`config.mk`:
```
export PLATFORM = sky130hd
export DESIGN_NAME = mpe_divider
export DESIGN_NICKNAME = d
export VERILOG_FILES = /design/src/hw/rtl/mpe_pkg.sv /design/src/hw/rtl/mpe_div_cell.sv /design/src/hw/rtl/mpe_divider.sv
export SDC_FILE = /design/constraint.sdc
export NUM_CORES = 2
export LEC_CHECK = 0
export BUFFER_PORTS_ARGS = -buffer_cell sky130_fd_sc_hd__buf_4
export CAP_MARGIN = 20
export CORE_MARGIN = 3
export CORE_UTILIZATION = 45
export DETAILED_ROUTE_END_ITERATION = 8
export GPL_TIMING_DRIVEN = 0
export PLACE_DENSITY = 0.69
export SLEW_MARGIN = 10
export SYNTH_ARGS = -nofsm -noshare
export SYNTH_HDL_FRONTEND = slang
export SYNTH_SLANG_ARGS = --single-unit
```
`constraint.sdc`:
```
create_clock -name clk -period 5.5 [get_ports clk]
set_clock_uncertainty 0.15 [all_clocks]
set_input_delay 0.55 -clock clk [delete_from_list [all_inputs] [get_ports clk]]
set_output_delay 0.55 -clock clk [all_outputs]
set_load 0.01 [all_outputs]
```
`src/hw/rtl/mpe_pkg.sv`:
```
`timescale 1ns / 1ps
`default_nettype none
package mpe_pkg;

  localparam int FRAC_BITS   = 28;
  localparam int PIX_W       = 12;
  localparam int COORD_W     = 32;
  localparam int STEP_W      = 31;
  localparam int ITER_W      = 16;
  localparam int COLOR_W     = 20;
  localparam int CFG_IDX_W   = 3;
  localparam int CFG_DATA_W  = 32;
  localparam int Z_W         = COORD_W + 2;
  localparam int MAG_W       = FRAC_BITS + 2;
  localparam int SQ_W        = 2 * MAG_W - FRAC_BITS;
  localparam int CPROD_W     = STEP_W + PIX_W;
  localparam int CSUM_W      = CPROD_W + 1;
  localparam int DIVD_W      = ITER_W + COLOR_W;
  localparam int DIV_STEPS   = COLOR_W;

  localparam logic [COLOR_W-1:0] COLOR_SCALE = COLOR_W'(20'h912FF);
  localparam logic [Z_W-1:0]     TWO_FX      = Z_W'(2) << FRAC_BITS;
  localparam logic [SQ_W:0]      FOUR_FX     = (SQ_W + 1)'(4) << FRAC_BITS;

  localparam logic signed [COORD_W-1:0] X_MIN_RST = -32'sd536870912;
  localparam logic [STEP_W-1:0]         X_STEP_RST = 31'd1073742;
  localparam logic signed [COORD_W-1:0] Y_MIN_RST = -32'sd536870912;
  localparam logic [STEP_W-1:0]         Y_STEP_RST = 31'd1073742;
  localparam logic [ITER_W-1:0]         MAX_ITER_RST = 16'd1000;

  typedef enum logic [CFG_IDX_W-1:0] {
    CFG_X_MIN    = 3'd0,
    CFG_X_STEP   = 3'd1,
    CFG_Y_MIN    = 3'd2,
    CFG_Y_STEP   = 3'd3,
    CFG_MAX_ITER = 3'd4
  } cfg_idx_t;

  typedef struct packed {
    logic [PIX_W-1:0] column;
    logic [PIX_W-1:0] row;
  } pixel_in_t;

  typedef struct packed {
    logic [PIX_W-1:0]   pixel_column;
    logic [PIX_W-1:0]   pixel_row;
    logic [ITER_W-1:0]  iteration_count;
    logic [COLOR_W-1:0] pixel_color;
  } pixel_out_t;

  typedef struct packed {
    logic               valid;
    logic [DIVD_W-1:0]  rem;
    logic [DIVD_W-1:0]  dsh;
    logic [COLOR_W-1:0] quo;
  } div_stage_t;

endpackage
`default_nettype wire

```
`src/hw/rtl/mpe_div_cell.sv`:
```
`timescale 1ns / 1ps
`default_nettype none
module mpe_div_cell (
  input  wire logic                clk,
  input  wire logic                rst,
  input  wire mpe_pkg::div_stage_t prev,
  output mpe_pkg::div_stage_t      nxt
);

  logic ge;

  assign ge = prev.rem >= prev.dsh;

  always_ff @(posedge clk) begin
    if (rst) begin
      nxt.valid <= 1'b0;
    end else begin
      nxt.valid <= prev.valid;
    end
    nxt.rem <= ge ? prev.rem - prev.dsh : prev.rem;
    nxt.dsh <= prev.dsh >> 1;
    nxt.quo <= {prev.quo[mpe_pkg::COLOR_W-2:0], ge};
  end

endmodule
`default_nettype wire

```
`src/hw/rtl/mpe_divider.sv`:
```
`timescale 1ns / 1ps
`default_nettype none
module mpe_divider (
  input  wire logic                         clk,
  input  wire logic                         rst,
  input  wire logic                         start,
  input  wire logic [mpe_pkg::DIVD_W-1:0]   dividend,
  input  wire logic [mpe_pkg::ITER_W-1:0]   divisor,
  output logic                              done,
  output logic [mpe_pkg::COLOR_W-1:0]       quotient
);

  mpe_pkg::div_stage_t stage [0:mpe_pkg::DIV_STEPS];

  always_comb begin
    stage[0].valid = start;
    stage[0].rem   = dividend;
    stage[0].dsh   = mpe_pkg::DIVD_W'({divisor, {(mpe_pkg::COLOR_W-1){1'b0}}});
    stage[0].quo   = '0;
  end

  for (genvar i = 0; i < mpe_pkg::DIV_STEPS; i++) begin : g_cell
    mpe_div_cell u_cell (
      .clk  (clk),
      .rst  (rst),
      .prev (stage[i]),
      .nxt  (stage[i+1])
    );
  end

  assign done     = stage[mpe_pkg::DIV_STEPS].valid;
  assign quotient = stage[mpe_pkg::DIV_STEPS].quo;

endmodule
`default_nettype wire

```
Word-level counts from Yosys, hierarchy flattened
Index checks and enable logic that the tools add are counted.
{"block": "word_totals", "reg_bits": 1218, "latchBits": 0, "ramBits": 0, "mem_bits_ro": 0, "input_bits": 55, "output_inout_bits": 21, "elab_cells": 136, "n_memories": 0}
{"block": "classes", "n_addsub": 19, "multipliers": 0, "div_mod_pow": 0, "order_cmp": 20, "eq_ne": 0, "n_shift": 0, "muxes": 19, "n_bitwise": 0, "n_reduce_logical": 0}
{"op": "$mux W36", "n": 19}
{"op": "$ge A36 B16 Y1", "n": 1}
{"op": "$ge A36 B17 Y1", "n": 1}
{"op": "$ge A36 B18 Y1", "n": 1}
{"op": "$ge A36 B19 Y1", "n": 1}
{"op": "$ge A36 B20 Y1", "n": 1}
{"op": "$ge A36 B21 Y1", "n": 1}
{"op": "$ge A36 B22 Y1", "n": 1}
{"op": "$ge A36 B23 Y1", "n": 1}
{"op": "$ge A36 B24 Y1", "n": 1}
{"op": "$ge A36 B25 Y1", "n": 1}
{"op": "$ge A36 B26 Y1", "n": 1}
{"op": "$ge A36 B27 Y1", "n": 1}
{"op": "$ge A36 B28 Y1", "n": 1}
{"op": "$ge A36 B29 Y1", "n": 1}
{"op": "$ge A36 B30 Y1", "n": 1}
{"op": "$ge A36 B31 Y1", "n": 1}
{"op": "$ge A36 B32 Y1", "n": 1}
{"op": "$ge A36 B33 Y1", "n": 1}
{"op": "$ge A36 B34 Y1", "n": 1}
{"op": "$ge A36 B35 Y1", "n": 1}
{"op": "$sub A36 B17 Y36", "n": 1}
{"op": "$sub A36 B18 Y36", "n": 1}
{"op": "$sub A36 B19 Y36", "n": 1}
{"op": "16 further kinds", "n": 16}

Depth between registers and ports, before layout
{"block": "depth", "ltp_word": 2, "depth_mapped": 14}

Modules after synthesis
From an unflattened synthesis, not the netlist that was laid out.
{"block": "hier_totals", "cells_unflattened": 9885, "area_unflattened_um2": 90319.1}
{"module": "mpe_div_cell (g_cell[18].u_cell ...)", "instances": 11, "cells_each": 508, "area_each_um2": 4461.8, "seq_area_each_um2": 1841.8}
{"module": "mpe_div_cell (g_cell[12].u_cell ...)", "instances": 5, "cells_each": 462, "area_each_um2": 4450.5, "seq_area_each_um2": 1841.8}
{"module": "mpe_div_cell (g_cell[0].u_cell ...)", "instances": 3, "cells_each": 501, "area_each_um2": 4778.3, "seq_area_each_um2": 1841.8}
{"module": "mpe_div_cell (g_cell[17].u_cell)", "instances": 1, "cells_each": 483, "area_each_um2": 4648.2, "seq_area_each_um2": 1841.8}
{"module": "mpe_divider", "instances": 1, "cells_each": 1, "area_each_um2": 3.8, "seq_area_each_um2": 0.0}

Worst setup path after synthesis
Ideal clock, no wire load.
{"block": "synth_timing", "path_kind": "input to register", "start": "in divisor[1] (netlist bit)", "end": "reg g_cell[0].u_cell.nxt[84] (netlist bit)", "arrival_ps": 3020, "t_required_ps": 5229, "setup_slack_ps": 2209, "stages": 12, "path_cell_list": "inv_1 ha_1 nor2b_1 o31ai_1 a211oi_1 a221o_1 a211o_1 a31oi_1 o21a_1 buf_2 buf_4 mux2_2"}
{"block": "synth_between", "elab_chain_cells": 2, "word_cells_on_any_way": 3}
{"element": "from (decl)", "line": "mpe_divider.sv:8", "rtl": "input wire logic [mpe_pkg::ITER_W-1:0] divisor,"}
{"element": "$sub A36 B35 Y36 / $ge A36 B35 Y1 (equally long branches)", "line": "mpe_div_cell.sv:20, mpe_div_cell.sv:12"}
{"element": "$mux W36 *", "line": "mpe_div_cell.sv:20", "rtl": "nxt.rem <= ge ? prev.rem - prev.dsh : prev.rem;"}
{"element": "to (decl)", "line": "mpe_div_cell.sv:7", "rtl": "output mpe_pkg::div_stage_t nxt"}
Mark *: on every way between the ends. The rest lies on a longest branch, timed or not.
A chain may end at the register's enable or synchronous reset.

Worst setup path in the final report
{"block": "layout_timing", "start": "reg g_cell[6].u_cell.nxt[68] (netlist bit)", "end": "reg g_cell[7].u_cell.nxt[79] (netlist bit)"}
{"block": "layout_between", "elab_chain_cells": 2, "word_cells_on_any_way": 3}
{"element": "from (decl)", "line": "mpe_div_cell.sv:7"}
{"element": "$ge A36 B28 Y1", "line": "mpe_div_cell.sv:12", "rtl": "assign ge = prev.rem >= prev.dsh;"}
{"element": "named net g_cell[7].u_cell.ge", "line": "mpe_div_cell.sv:10", "rtl": "logic ge;"}
{"element": "$mux W36", "line": "mpe_div_cell.sv:20"}
{"element": "to (decl)", "line": "mpe_div_cell.sv:7"}
The timed path passes the listed nets, and every way through them passes these cells.

==> flow_metrics.env <==
export IMPL_status="finished clean"
export IMPL_rsz0062_at_grt="false"
export IMPL_slew_violations=0
export IMPL_synth_cell_type_count=94
export IMPL_dieArea_mm2=0.111
export IMPL_async_reset_ff_frac=0
export IMPL_synth_top_cell_by_area="dfxtp_1"
export IMPL_place_gp_congestion=0.963
export IMPL_fin_crit_sh=0.745
export IMPL_tns_ps=0
export IMPL_antenna_found_initial=1
export IMPL_slew_headroom=0.324
export IMPL_drive_above_1_share=0.0837
export IMPL_synth_cell_area_mm2=0.0483
export IMPL_top_regs="g_cell.u_cell.nxt x1218"
export IMPL_drv_max_cap_violation_count=0
export IMPL_netlist_area_leader_share=0.505
export IMPL_postRouteAntennaNets=0
export IMPL_synthMuxAreaShare=0.0189
export IMPL_first_pass_iters=6
export IMPL_yosys_top_cells_area="dfxtp_1, ha_1, xor2_1, xnor2_1, a21oi_1"
export IMPL_numPortBuffers=74
export IMPL_grtUsageTotal=0.189
export IMPL_clock_path_buffers=3
export IMPL_drc=0
export IMPL_met3WireLength_um=3200
export IMPL_multi_input_area_mm2=0.0220
export IMPL_synth_fa_ha_area_frac=0.0908
export IMPL_synth_ff_type="dfxtp_1"
export IMPL_synth_top_family_by_area="simple AND/OR/NAND/NOR gates"
export IMPL_placed_area_mm2=0.0506
export IMPL_fin_ws_ps=1400
export IMPL_grt_pass1_wl_um=173000
export IMPL_register_area_mm2=0.0244
export IMPL_avgSynthCellArea_um2=9.87
export IMPL_finalWirelength_um=107000
export IMPL_hold_viol_final=0
export IMPL_place_ws_ps=1290
export IMPL_ir_drop_uv=370
export IMPL_post_cts_buffers=0
export IMPL_finalPower_w=0.0325
export IMPL_synthCells=4893
export IMPL_die_y_um=334
export IMPL_top_register="g_cell.u_cell.nxt"
export IMPL_ys_ff_latch=1218
export IMPL_core_area_mm2=0.106
export IMPL_setup_viol=0
export IMPL_viasPerCell=5.24
export IMPL_power_leakage_nw=23.8
export IMPL_synth_compound_area_frac=0.136
export IMPL_cts_clk_slew_worst_paths_ps=60
export IMPL_wl_met2_um=57700
export IMPL_cts_tree="done"
export IMPL_cts_root_buf="clkbuf_16"
export IMPL_worstPathRequired_ps=5880
export IMPL_cts_made_buffers=117
export IMPL_fmax_mhz=244
export IMPL_grt_pass1_vias=35300
export IMPL_hpwl_um=82500
export IMPL_top_layer_used="met4"
export IMPL_largest_reg_flops=1218
export IMPL_critPathLaunchType="register"
export IMPL_setup_worst_path_class="reg -> reg"
export IMPL_timing_hold_ws_ps=60.4
export IMPL_cts_resized=0
export IMPL_die_w_um=334
export IMPL_synth_warnings=0
export IMPL_n_fill_cell=9330
export IMPL_fin_crit_ps=4100
export IMPL_ys_seq_area_frac=0.505
export IMPL_syn2layout_area_growth_pct=14.1
export IMPL_wire_per_inst_um=16.2
export IMPL_worstSkewPairLatency_ps=700
export IMPL_crit_arrival_ps=4470
export IMPL_via_count=34700
export IMPL_critPathMaxFanout=10
export IMPL_num_io_pins=76
export IMPL_overflow=0
export IMPL_grt_max_degree=18
export IMPL_wirelength_met1_um=40800
export IMPL_design_area_mm2=0.0551
export IMPL_syn_nets=5287
export IMPL_yosys_area_share_simple=0.140
export IMPL_nets=5533
export IMPL_critPathCaptureType="register"
export IMPL_drt_iter0_markers=1588
export IMPL_worstMarginPinSlew_ps=1010
export IMPL_synth_edf_count=0
export IMPL_placement_rows=119
export IMPL_synthXorXnorAreaFrac=0.0707
export IMPL_hold_path_class="in -> reg"
export IMPL_clock_sink_count=1218
export IMPL_p_per_area_mw_per_mm2=590
export IMPL_initial_utilization=0.456
export IMPL_cts_htree_levels=3
## logic make-up (layout without fill, tap and decap cells)
family                   Yosys count  in the layout
other                              0              2
flip-flops                      1218           1218
buffers and inverters            499            841
multiplexers                      82             82
AO/OA/AOI/OAI                   1039           1039
AND/OR/NAND/NOR                 1326           1326
XOR/XNOR                         390            390
adder cells (fa/ha/maj)          339            339
## placed cells by master (no fill, tap or decap), types with 27 or more instances in the layout
cell type and count:
nor2_1 318, xnor2_1 193, clkbuf_1 76, buf_4 78, nand3_1 71, nor4_1 77, mux2_2 74, a21o_1 85
or3_1 59, nor3_1 136, o21a_1 69, ha_1 320, a31oi_1 29, nand2b_1 52, xor2_1 197, nor2b_1 80
a211oi_1 52, inv_1 412, o31ai_1 35, nand2_1 300, o21ai_0 244, nand4_1 51, dlygate4sd3_1 51, a21oi_1 313
clkbuf_8 27, clkbuf_16 117, dfxtp_1 1218, or2_2 30, or4_1 31
## metrics by stage
| stage | std cells | utilization |
|---|---|---|
| finish | 6628 | 0.521 |
| global placement | 6358 | 0.478 |
| global route | 6628 | 0.521 |
| detailed placement | 6360 | 0.478 |
| CTS | 6626 | 0.521 |
| floorplan | 4893 | - |
## synthesized netlist by cell type (all sizes together), types with 21 or more instances
library cell and n:
nor4 77, a21oi 314, a211oi 52, inv 416, or4 33, dfxtp 1218
or2 32, mux2 74, xnor2 193, o211ai 22, nand2b 52, or3 59
nor2 320, a21o 85, nand3 71, o21bai 23, o31ai 35, nor4b 22
ha 320, a31oi 30, nor2b 80, o21a 69, nand4 51, o21ai 262
nor3 141, xor2 197, buf 21, nand2 300, clkbuf 62
## worst paths after layout
path | cells past startpoint | from | to | slack (ps)
worst max-delay path | 11 | g_cell[6].u_cell.nxt[68]$_DFF_P_ | g_cell[7].u_cell.nxt[79]$_DFF_P_ | 1400
worst min-delay path | 3 | dividend[20] | g_cell[0].u_cell.nxt[76]$_DFF_P_ | 60
worst max register to register | 11 | g_cell[6].u_cell.nxt[68]$_DFF_P_ | g_cell[7].u_cell.nxt[79]$_DFF_P_ | 1400
worst min register to register | 0 | g_cell[10].u_cell.nxt[4]$_DFF_P_ | g_cell[11].u_cell.nxt[5]$_DFF_P_ | 160
## metal layers
| metal | track usage | vias to the layer above |
|---|---|---|
| met3 | 0.0259 | 324 |
| li1 | - | 17500 |
| met2 | 0.377 | 684 |
| met4 | 0.0970 | 0 |
| met5 | 0 | - |
| met1 | 0.190 | 16200 |
## area by class of cell
class | count | area share
clock buffer | 158 | 0.0608
buffer | 83 | 0.00633
antenna | 2 | 0.0000908
timing repair buffer | 127 | 0.0196
sequential | 1218 | 0.442
tap | 1391 | 0.0316
clock inverter | 57 | 0.0114
inverter | 416 | 0.0283
multi-input combinational | 3176 | 0.399
## worst max-delay path, cell delays in order (launching register included)
cell      delay [ps]
dfxtp_1          340
inv_1             60
ha_1             320
nor4b_1          260
nand4_1          280
or4_1            560
nand3b_1         170
a211o_1          110
clkbuf_1         390
clkbuf_1         560
clkbuf_1         580
a21oi_1          150
## timing repair
item	CTS	global route
endpoints found under the setup margin	0	0
hold endpoints to repair	51	0
hold buffers	51	0
## power by group
part / total, W / internal, W / leakage [nW] / switching [W]
clock: 0.00807 / 0.00465 / 1.94 / 0.00342
sequential: 0.0127 / 0.0112 / 10.2 / 0.00148
combinational: 0.0118 / 0.00534 / 11.7 / 0.00642
Power figures use the tool's default switching activity.
